$ cat src/rtl/core/crtp_pkg.sv
// Shared types and constants for the checker ramp test pattern generator.
package crtp_pkg;

    localparam int DIM_W   = 13;
    localparam int COORD_W = 12;
    localparam int CHAN_W  = 8;
    // Quotient bits of both ramp divisions; an interior ramp stays below 200.
    localparam int Q_W     = 8;
    // Holds 200 * 4095 and the divisor shifted up by Q_W - 1.
    localparam int REM_W   = 21;

    localparam logic [0:0] REG_FRAME_WIDTH  = 1'b0;
    localparam logic [0:0] REG_FRAME_HEIGHT = 1'b1;

    localparam logic [DIM_W-1:0]   DIM_RESET    = 13'd1024;
    localparam logic [COORD_W:0]   BORDER       = 13'd8;
    localparam logic [REM_W-1:0]   RAMP_X_SCALE = 21'd200;
    localparam logic [REM_W-1:0]   RAMP_Y_SCALE = 21'd160;

    localparam logic [CHAN_W-1:0] RED_BASE    = 8'd40;
    localparam logic [CHAN_W-1:0] BLUE_BASE   = 8'd200;
    localparam logic [CHAN_W-1:0] LIGHT_GREEN = 8'd70;
    localparam logic [CHAN_W-1:0] EDGE_RED    = 8'd255;
    localparam logic [CHAN_W-1:0] EDGE_GREEN  = 8'd80;
    localparam logic [CHAN_W-1:0] EDGE_BLUE   = 8'd0;
    localparam logic [CHAN_W-1:0] DARK_RED    = 8'd16;
    localparam logic [CHAN_W-1:0] DARK_GREEN  = 8'd18;
    localparam logic [CHAN_W-1:0] DARK_BLUE   = 8'd24;
    localparam logic [CHAN_W-1:0] ALPHA_OPAQUE = 8'd255;

    typedef enum logic [1:0] {
        CLS_BORDER,
        CLS_LIGHT,
        CLS_DARK
    } pix_class_t;

    typedef struct packed {
        pix_class_t        cls;
        logic [REM_W-1:0]  rem_x;
        logic [REM_W-1:0]  rem_y;
        logic [Q_W-1:0]    q_x;
        logic [Q_W-1:0]    q_y;
    } cell_word_t;

endpackage

$ cat src/rtl/core/crtp_if.sv
// Valid/ready channel interfaces for pixel coordinates and RGBA results.
interface crtp_pix_if;
    logic                         valid;
    logic                         ready;
    logic [crtp_pkg::COORD_W-1:0] pixel_x;
    logic [crtp_pkg::COORD_W-1:0] pixel_y;

    modport source (output valid, output pixel_x, output pixel_y, input ready);
    modport sink   (input valid, input pixel_x, input pixel_y, output ready);
endinterface

interface crtp_rgba_if;
    logic                        valid;
    logic                        ready;
    logic [crtp_pkg::CHAN_W-1:0] red;
    logic [crtp_pkg::CHAN_W-1:0] green;
    logic [crtp_pkg::CHAN_W-1:0] blue;
    logic [crtp_pkg::CHAN_W-1:0] alpha;

    modport source (output valid, output red, output green, output blue, output alpha,
                    input ready);
    modport sink   (input valid, input red, input green, input blue, input alpha,
                    output ready);
endinterface

$ cat src/rtl/core/checker_ramp_test_pattern.sv
// Top level of the checker ramp test pattern generator.
// An accepted coordinate reaches its RGBA word through one entry stage, eight
// division cells (one quotient bit each) and one output register.
// Throughput is one word per cycle unless the output stalls; every stage holds
// its own valid bit, so bubbles close up while the output is stalled.
// Reset clears all valid bits and sets both frame dimensions to 1024, or to MAX_DIM if that is smaller.
module checker_ramp_test_pattern #(
    parameter int MAX_DIM = 4096
) (
    input  logic                       clk,
    input  logic                       rst_n,
    input  logic                       cfg_we,
    input  logic [0:0]                 cfg_index,
    input  logic [crtp_pkg::DIM_W-1:0] cfg_data,
    crtp_pix_if.sink                   pix,
    crtp_rgba_if.source                rgba
);
    import crtp_pkg::*;

    localparam logic [DIM_W-1:0] DIM_INIT =
        (int'(DIM_RESET) > MAX_DIM) ? DIM_W'(MAX_DIM) : DIM_RESET;

    logic [DIM_W-1:0] frame_width_reg;
    logic [DIM_W-1:0] frame_height_reg;
    logic [DIM_W-1:0] cfg_clamped;

    logic       stg_valid [0:Q_W];
    logic       stg_ready [0:Q_W];
    cell_word_t stg_word  [0:Q_W];

    logic              out_valid_reg;
    logic [CHAN_W-1:0] red_reg;
    logic [CHAN_W-1:0] green_reg;
    logic [CHAN_W-1:0] blue_reg;
    logic [CHAN_W-1:0] red_next;
    logic [CHAN_W-1:0] green_next;
    logic [CHAN_W-1:0] blue_next;

    // Written dimensions saturate at the largest supported frame.
    assign cfg_clamped = (int'(cfg_data) > MAX_DIM) ? DIM_W'(MAX_DIM) : cfg_data;

    always_ff @(posedge clk or negedge rst_n)
    begin
        if (!rst_n)
        begin
            frame_width_reg  <= DIM_INIT;
            frame_height_reg <= DIM_INIT;
        end
        else if (cfg_we)
        begin
            case (cfg_index)
                REG_FRAME_WIDTH:  frame_width_reg  <= cfg_clamped;
                REG_FRAME_HEIGHT: frame_height_reg <= cfg_clamped;
                default:          ;
            endcase
        end
    end

    crtp_front u_front (
        .clk          (clk),
        .rst_n        (rst_n),
        .pix          (pix),
        .frame_width  (frame_width_reg),
        .frame_height (frame_height_reg),
        .out_valid    (stg_valid[0]),
        .out_ready    (stg_ready[0]),
        .out_word     (stg_word[0])
    );

    for (genvar k = 0; k < Q_W; k++)
    begin : g_cell
        crtp_div_cell #(
            .STEP (Q_W - 1 - k)
        ) u_cell (
            .clk          (clk),
            .rst_n        (rst_n),
            .frame_width  (frame_width_reg),
            .frame_height (frame_height_reg),
            .in_valid     (stg_valid[k]),
            .in_ready     (stg_ready[k]),
            .in_word      (stg_word[k]),
            .out_valid    (stg_valid[k+1]),
            .out_ready    (stg_ready[k+1]),
            .out_word     (stg_word[k+1])
        );
    end

    assign stg_ready[Q_W] = !out_valid_reg || rgba.ready;

    always_comb
    begin
        case (stg_word[Q_W].cls)
            CLS_LIGHT:
            begin
                red_next   = RED_BASE + stg_word[Q_W].q_x;
                green_next = LIGHT_GREEN;
                blue_next  = BLUE_BASE - stg_word[Q_W].q_y;
            end
            CLS_DARK:
            begin
                red_next   = DARK_RED;
                green_next = DARK_GREEN;
                blue_next  = DARK_BLUE;
            end
            default:
            begin
                red_next   = EDGE_RED;
                green_next = EDGE_GREEN;
                blue_next  = EDGE_BLUE;
            end
        endcase
    end

    always_ff @(posedge clk or negedge rst_n)
    begin
        if (!rst_n)
        begin
            out_valid_reg <= 1'b0;
        end
        else if (stg_ready[Q_W])
        begin
            out_valid_reg <= stg_valid[Q_W];
        end
    end

    always_ff @(posedge clk)
    begin
        if (stg_valid[Q_W] && stg_ready[Q_W])
        begin
            red_reg   <= red_next;
            green_reg <= green_next;
            blue_reg  <= blue_next;
        end
    end

    assign rgba.valid = out_valid_reg;
    assign rgba.red   = red_reg;
    assign rgba.green = green_reg;
    assign rgba.blue  = blue_reg;
    assign rgba.alpha = ALPHA_OPAQUE;

endmodule

$ cat src/rtl/core/crtp_front.sv
// Entry stage: classifies the pixel and forms the two ramp dividends.
module crtp_front (
    input  logic                      clk,
    input  logic                      rst_n,
    crtp_pix_if.sink                  pix,
    input  logic [crtp_pkg::DIM_W-1:0] frame_width,
    input  logic [crtp_pkg::DIM_W-1:0] frame_height,
    output logic                      out_valid,
    input  logic                      out_ready,
    output crtp_pkg::cell_word_t      out_word
);
    import crtp_pkg::*;

    logic       valid_reg;
    cell_word_t word_reg;
    cell_word_t word_next;
    logic       is_border;
    logic [COORD_W:0] x_ext;
    logic [COORD_W:0] y_ext;

    assign pix.ready = !valid_reg || out_ready;

    always_comb
    begin
        x_ext = {1'b0, pix.pixel_x};
        y_ext = {1'b0, pix.pixel_y};
        is_border = (x_ext < BORDER) || (y_ext < BORDER) ||
                    (x_ext + BORDER >= frame_width) || (y_ext + BORDER >= frame_height);
        word_next.rem_x = REM_W'(pix.pixel_x) * RAMP_X_SCALE;
        word_next.rem_y = REM_W'(pix.pixel_y) * RAMP_Y_SCALE;
        word_next.q_x   = '0;
        word_next.q_y   = '0;
        // Cells alternate on bit 6 of each coordinate; the top-left cell is light.
        if (is_border)
        begin
            word_next.cls = CLS_BORDER;
        end
        else if ((pix.pixel_x[6] ^ pix.pixel_y[6]) == 1'b0)
        begin
            word_next.cls = CLS_LIGHT;
        end
        else
        begin
            word_next.cls = CLS_DARK;
        end
    end

    always_ff @(posedge clk or negedge rst_n)
    begin
        if (!rst_n)
        begin
            valid_reg <= 1'b0;
        end
        else if (pix.ready)
        begin
            valid_reg <= pix.valid;
        end
    end

    always_ff @(posedge clk)
    begin
        if (pix.valid && pix.ready)
        begin
            word_reg <= word_next;
        end
    end

    assign out_valid = valid_reg;
    assign out_word  = word_reg;

endmodule

$ cat src/rtl/core/crtp_div_cell.sv
// One restoring-division cell: settles one quotient bit of both ramps.
module crtp_div_cell #(
    parameter int STEP = 0
) (
    input  logic                       clk,
    input  logic                       rst_n,
    input  logic [crtp_pkg::DIM_W-1:0] frame_width,
    input  logic [crtp_pkg::DIM_W-1:0] frame_height,
    input  logic                       in_valid,
    output logic                       in_ready,
    input  crtp_pkg::cell_word_t       in_word,
    output logic                       out_valid,
    input  logic                       out_ready,
    output crtp_pkg::cell_word_t       out_word
);
    import crtp_pkg::*;

    logic             valid_reg;
    cell_word_t       word_reg;
    cell_word_t       word_next;
    logic [REM_W:0]   diff_x;
    logic [REM_W:0]   diff_y;
    logic [Q_W-1:0]   bit_mask;

    assign in_ready = !valid_reg || out_ready;

    always_comb
    begin
        bit_mask  = Q_W'(1) << STEP;
        diff_x    = {1'b0, in_word.rem_x} - ((REM_W + 1)'(frame_width) << STEP);
        diff_y    = {1'b0, in_word.rem_y} - ((REM_W + 1)'(frame_height) << STEP);
        word_next = in_word;
        // A clear borrow bit means the shifted divisor fits.
        if (!diff_x[REM_W])
        begin
            word_next.rem_x = diff_x[REM_W-1:0];
            word_next.q_x   = in_word.q_x | bit_mask;
        end
        if (!diff_y[REM_W])
        begin
            word_next.rem_y = diff_y[REM_W-1:0];
            word_next.q_y   = in_word.q_y | bit_mask;
        end
    end

    always_ff @(posedge clk or negedge rst_n)
    begin
        if (!rst_n)
        begin
            valid_reg <= 1'b0;
        end
        else if (in_ready)
        begin
            valid_reg <= in_valid;
        end
    end

    always_ff @(posedge clk)
    begin
        if (in_valid && in_ready)
        begin
            word_reg <= word_next;
        end
    end

    assign out_valid = valid_reg;
    assign out_word  = word_reg;

endmodule
$ cat src/flat_wrapper.sv
// flat-port wrapper written by rule: the top's interface ports become plain ports
module checker_ramp_test_pattern_flat import crtp_pkg::*;
#(
    parameter int MAX_DIM = 4096
)
  (clk, rst_n, cfg_we, cfg_index, cfg_data, pix_valid, pix_pixel_x, pix_pixel_y, pix_ready, rgba_valid, rgba_red, rgba_green, rgba_blue, rgba_alpha, rgba_ready);
  crtp_pix_if pix_i ();
  crtp_rgba_if rgba_i ();
  input  logic clk;
  input  logic rst_n;
  input  logic cfg_we;
  input  logic [0:0] cfg_index;
  input  logic [crtp_pkg::DIM_W-1:0] cfg_data;
  input wire logic [$bits(pix_i.valid)-1:0] pix_valid;
  input wire logic [$bits(pix_i.pixel_x)-1:0] pix_pixel_x;
  input wire logic [$bits(pix_i.pixel_y)-1:0] pix_pixel_y;
  output wire logic [$bits(pix_i.ready)-1:0] pix_ready;
  output wire logic [$bits(rgba_i.valid)-1:0] rgba_valid;
  output wire logic [$bits(rgba_i.red)-1:0] rgba_red;
  output wire logic [$bits(rgba_i.green)-1:0] rgba_green;
  output wire logic [$bits(rgba_i.blue)-1:0] rgba_blue;
  output wire logic [$bits(rgba_i.alpha)-1:0] rgba_alpha;
  input wire logic [$bits(rgba_i.ready)-1:0] rgba_ready;
  assign pix_i.valid = pix_valid;
  assign pix_i.pixel_x = pix_pixel_x;
  assign pix_i.pixel_y = pix_pixel_y;
  assign pix_ready = pix_i.ready;
  assign rgba_valid = rgba_i.valid;
  assign rgba_red = rgba_i.red;
  assign rgba_green = rgba_i.green;
  assign rgba_blue = rgba_i.blue;
  assign rgba_alpha = rgba_i.alpha;
  assign rgba_i.ready = rgba_ready;
  checker_ramp_test_pattern #(.MAX_DIM(MAX_DIM)) u_core (.clk(clk), .rst_n(rst_n), .cfg_we(cfg_we), .cfg_index(cfg_index), .cfg_data(cfg_data), .pix(pix_i), .rgba(rgba_i));
endmodule
$ cat config.mk
export PLATFORM = sky130hd
export DESIGN_NAME = checker_ramp_test_pattern_flat
export DESIGN_NICKNAME = d
export VERILOG_FILES = /design/src/rtl/core/crtp_pkg.sv /design/src/rtl/core/crtp_if.sv /design/src/rtl/core/checker_ramp_test_pattern.sv /design/src/rtl/core/crtp_front.sv /design/src/rtl/core/crtp_div_cell.sv /design/src/flat_wrapper.sv
export SDC_FILE = /design/constraint.sdc
export NUM_CORES = 1
export LEC_CHECK = 0
export ABC_AREA = 1
export BUFFER_PORTS_ARGS = -buffer_cell sky130_fd_sc_hd__buf_2
export CAP_MARGIN = 10
export CORE_MARGIN = 8
export CORE_UTILIZATION = 35
export CTS_CLUSTER_SIZE = 40
export DETAILED_ROUTE_END_ITERATION = 16
export HOLD_SLACK_MARGIN = 0.05
export PLACE_DENSITY_LB_ADDON = 0.08
export SLEW_MARGIN = 20
export SYNTH_ARGS = -nofsm -noshare
export SYNTH_HDL_FRONTEND = slang
export SYNTH_HIERARCHICAL = 1
export SYNTH_SLANG_ARGS = --single-unit
$ cat constraint.sdc
create_clock -name clk -period 5.6 [get_ports clk]
set_clock_uncertainty 0.05 [all_clocks]
set_input_delay 0.28 -clock clk [delete_from_list [all_inputs] [get_ports clk]]
set_output_delay 0.28 -clock clk [all_outputs]
set_load 0.05 [all_outputs]
# --- Word-level counts from Yosys, hierarchy flattened ---
# Cells that the tools add are included.
op_classes:
  n_addsub: 20
  mul: 2
  n_div: 0
  magnitude_cmp: 5
  n_eq_ne: 2
  shifts: 0
  n_mux: 19
  bitwise_logic: 2
  n_reduce_logical: 35
op_table:
  columns: ["op", "n"]
  rows:
  - ["$mux W21", 12]
  - ["$sub A21 B13 Y22", 2]
  - ["$sub A21 B14 Y22", 2]
  - ["$sub A21 B15 Y22", 2]
  - ["$sub A21 B16 Y22", 2]
  - ["$sub A21 B17 Y22", 2]
  - ["$sub A21 B18 Y22", 2]
  - ["$sub A21 B19 Y22", 2]
  - ["$sub A20 B20 Y21", 2]
  - ["$mux W20", 2]
  - ["$pmux W8 S2", 2]
  - ["$add A12 B4 Y13 const B", 2]
  - ["$ge A13 B13 Y1", 2]
  - ["$lt A12 B4 Y1 const B", 2]
  - ["$mul A12 B5 Y17 const B", 1]
  - ["$mul A12 B3 Y15 const B", 1]
  - ["$pmux W7 S2", 1]
  - ["$gt A13 B13 Y1 const B", 1]
  - ["$logic_or A1 B1 Y1", 13]
  - ["$mux W13", 1]
  - ["$logic_and A1 B1 Y1", 10]
  - ["$logic_not A1 Y1", 10]
  - ["$add A6 B8 Y8 const A", 1]
  - ["$sub A8 B8 Y8 const A", 1]
  - ["other kinds (6)", 7]
word_totals:
  register_bits: 532
  latchBits: 0
  mem_bits_rw: 0
  romBits: 0
  word_cells: 159
  n_memories: 0

# --- Logic depth before layout (Yosys ltp) ---
depth:
  depth_word: 12
  ltp_mapped: 21

# --- Cells and area by module ---
# Netlist, hierarchy kept.
by_module_without_submodules:
  columns: ["module", "n_inst", "cells_each", "area_each_um2"]
  rows:
  - ["crtp_div_cell at u_core.g_cell[6].u_cell", 1, 642, 4634.4]
  - ["crtp_div_cell at u_core.g_cell[7].u_cell", 1, 616, 4633.2]
  - ["crtp_div_cell at u_core.g_cell[5].u_cell", 1, 579, 4466.8]
  - ["crtp_div_cell at u_core.g_cell[3].u_cell", 1, 586, 4311.6]
  - ["crtp_div_cell at u_core.g_cell[4].u_cell", 1, 563, 4274.1]
  - ["crtp_div_cell at u_core.g_cell[2].u_cell", 1, 575, 4272.8]
  - ["crtp_div_cell at u_core.g_cell[1].u_cell", 1, 533, 4146.5]
  - ["crtp_front", 1, 489, 4137.7]
  - ["crtp_div_cell at u_core.g_cell[0].u_cell", 1, 492, 4037.6]
  - ["checker_ramp_test_pattern", 1, 249, 2229.6]

# --- Least setup slack after synthesis ---
# OpenSTA, ideal clock, no wires.
synth_path:
  path_type: "register -> register"
  from: "reg u_core.out_valid_reg, in the netlist u_core/rgba.valid"
  to: "reg u_core.g_cell[0].u_cell.word_reg, in the netlist u_core/g_cell[0].u_cell/out_word[0] (enable)"
  arrival_ps: 4432
  required_ps: 5053
  setup_slack_ps: 621
  path_stages_with_launch: 18
  n_path_buf: 0
  synth_period_minus_slack_ps: 4979
  path_cell_list: "dfrtp_1 > nand2_1 > inv_1 > nand2_1 > inv_1 > nand2_1 > inv_1 > nand2_1 > inv_1 > nand2_1 > inv_1 > nand2_1 > inv_1 > nand2_1 > inv_1 > nand2_1 > inv_1 > a21oi_1"
synth_rtl:
  columns: ["item", "line_no", "rtl"]
  rows:
  - ["start: declaration", "checker_ramp_test_pattern.sv:31", "logic out_valid_reg;"]
  - ["start signal: assignment", "checker_ramp_test_pattern.sv:122", "out_valid_reg <= stg_valid[Q_W];"]
  - ["end signal: assignment", "crtp_div_cell.sv:62", "word_reg <= word_next;"]
  - ["end: declaration", "crtp_div_cell.sv:19", "cell_word_t word_reg;"]

==> reports/results.ini <==
[outcome]
status = completed

[power]
p_seq_frac = 0.318
p_switching_w = 0.00970
p_leak_nw = 20.6
combPwrFrac = 0.482
p_int_w = 0.0129
clkPwrFrac = 0.199
ir_drop_mv = 0.252
switching_share = 0.430
power.total_w = 0.0226
power_density_nw_per_um2 = 533

[finish]
area_growth_pct = 11.4
largest_register_ff_count = 438
fill_cells = 11194
drive_above_1_share = 0.0839
nets = 5388
n_antenna_cell = 0

[clock_network]
htree_levels = 3
path_clk_slew_ps = 60
worstSkewPairLatency_ps = 620
cts-root-buf = clkbuf_16
cts_tree = built
cts.sinks = 528
cts_made_buffers = 68
clock_path_buffers = 3
post-cts-setup-buffer-count = 0

[sta]
tns_ps = 0
hold_slack_ps = 141
rsz0062_at_grt = false
setup_slack_ps = 2220
slew_headroom = 0.327
drv_slew = 0
fmaxAchievable_mhz = 296
hold_violations = 0
post-route-min-period_ps = 3380
worst_pin_slew_ps = 1010
final-setup-viol-count = 0
fin_crit_sh = 0.603

[flow_run]
drv_cap = 0

[place]
gp_congestion = 0.864
dpl.hpwl_um = 73800
pre_cts_slack_ps = 2320
port_buffers = 64

[die]
rows = 121
die-area_um2 = 119000
io_pins = 77
die_y_um = 345
die_w_um = 345
core-area_um2 = 108000
initial_utilization = 0.351

[global_routing]
grt_usage = 0.155
grt_pass1_wl_um = 151000
overflow = 0
antenna_found_initial = 1
grt_max_degree = 61
first_global_vias = 28716

[drt]
drt_iter0_drc = 1387
vias = 29075
post_drt_wl_per_cell_um = 14.4
viasPerCell = 4.49
dr.pass1.iters = 5
drc_errors = 0
totalWireLength_um = 93600
detail-route-antenna-nets = 0

[synthesis]
synth_area_um2 = 38000
avgSynthCellArea_um2 = 7.78
postSynthCellCount = 4883
synth_warnings = 6

[hold_path]
hp-class = input port to flop

[worst_setup_path]
worst_ep_arrival_time_ps = 3050
r2r-start = u_core/frame_width_reg[11]$_DFFE_PN0P_
worstSetupPathType = input port to primary output
cp_slowest_cell = dlygate4sd3_1
start_kind = input port
crit_start = rgba_ready
slowest_delay_ps = 530
cp-endpoint = pix_ready
rr_endpoint = u_core/g_cell[6].u_cell/out_word[9]$_SDFFCE_PN1P_
r2r_cells = 9
crit_required_ps = 5270
path_max_fanout = 2
rrSetupSlack_ps = 2390
cp_cell_sequence = dlygate4sd3_1 > buf_2 > inv_1 > nand2_1 > inv_1 > nand2_1 > inv_1 > nand2_1 > inv_1 > nand2_1 > inv_1 > nand2_1 > inv_1 > nand2_1 > inv_1 > nand2_1 > inv_1 > nand2_1 > inv_1 > nand2_1 > inv_1 > nand2_1 > buf_2
worstSetupEndpointType = primary output

==> how the worst min path moves through the flow <==
stage / startpoint / end / slack [ps] / cells after the start
2_1_floorplan: rst_n / u_core/frame_height_reg[0]$_DFFE_PN0P_ / -70 / 0
3_3_place_gp: u_core/g_cell[0].u_cell/out_word[58]$_DFFE_PP_ / u_core/g_cell[1].u_cell/out_word[58]$_DFFE_PP_ / 350 / 0
3_5_place_dp: u_core/u_front/out_word[21]$_DFFE_PP_ / u_core/g_cell[0].u_cell/out_word[21]$_DFFE_PP_ / 350 / 0
4_1_cts: cfg_we / u_core/frame_width_reg[4]$_DFFE_PN0P_ / 80 / 5
5_1_grt: pix_pixel_x[4] / u_core/u_front/out_word[44]$_DFFE_PP_ / 130 / 3
6_report: pix_pixel_x[4] / u_core/u_front/out_word[44]$_DFFE_PP_ / 140 / 3
==> power by group through the flow <==
stage | registers, W | logic (W) | clock network [W]
2_1_floorplan | 0.00694 | 0.00859 | 0
3_3_place_gp | 0.00731 | 0.0109 | 0
3_5_place_dp | 0.00730 | 0.0109 | 0
4_1_cts | 0.00722 | 0.0110 | 0.00467
5_1_grt | 0.00734 | 0.0126 | 0.00481
6_report | 0.00719 | 0.0109 | 0.00449
==> routing by layer <==
| layer | track usage | vias up | part of all wire |
|---|---|---|---|
| met3 | 0.0218 | 147 | 0.029 |
| met2 | 0.264 | 367 | 0.46 |
| met4 | 0.0466 | 2 | 0.029 |
| met1 | 0.203 | 13008 | 0.48 |
| met5 | 0 | - | 0.00014 |
| li1 | - | 15551 | - |
==> worst max-delay path, delay by kind of cell <==
family                 cells  cell delay (ps)
buffers and inverters     13             1960
AND/OR/NAND/NOR           10              820
==> cell usage in the layout (no fill, tap or decap), drive strengths merged, types with 4 or more instances in the layout <==
cell and n:
xor2 91, o21ai 107, clkinv 19, nand3 328, or2 28, conb 38, and3 5, nor2 325
nand2 1755, bufinv 9, clkbuf 79, dfrtp 34, nor3 37, dlygate4sd3 28, a31oi 4, nand4 36
nand3b 25, a21oi 152, buf 80, inv 981, ha 307, edfxtp 492, clkinvlp 5, xnor2 42
fa 22, and2 25
==> through the flow <==
| stage | util | instance area, µm² | cells |
|---|---|---|---|
| 2_1_floorplan | - | 38100 | 4918 |
| 3_3_place_gp | 0.367 | 39700 | 6331 |
| 3_5_place_dp | 0.367 | 39700 | 6331 |
| 4_1_cts | 0.391 | 42300 | 6481 |
| 5_1_grt | 0.391 | 42300 | 6482 |
| 6_report | 0.391 | 42300 | 6482 |
==> layout make-up <==
type	count	area [µm²]	share of cell area
clock buffer	79	1760	0.0417
clock inverter	43	549	0.0130
multi-input combinational	3339	18200	0.429
sequential	528	15700	0.371
inverter	971	3650	0.0863
timing repair buffer	108	741	0.0175
tap	1414	1770	0.0418
==> what timing repair did <==
action,4_1_cts,5_1_grt
hold endpoints to repair,72,0
hold buffers,28,0
endpoints found under the setup margin,0,0
gates resized for setup,0,0
(Power assumes the default switching activity.)
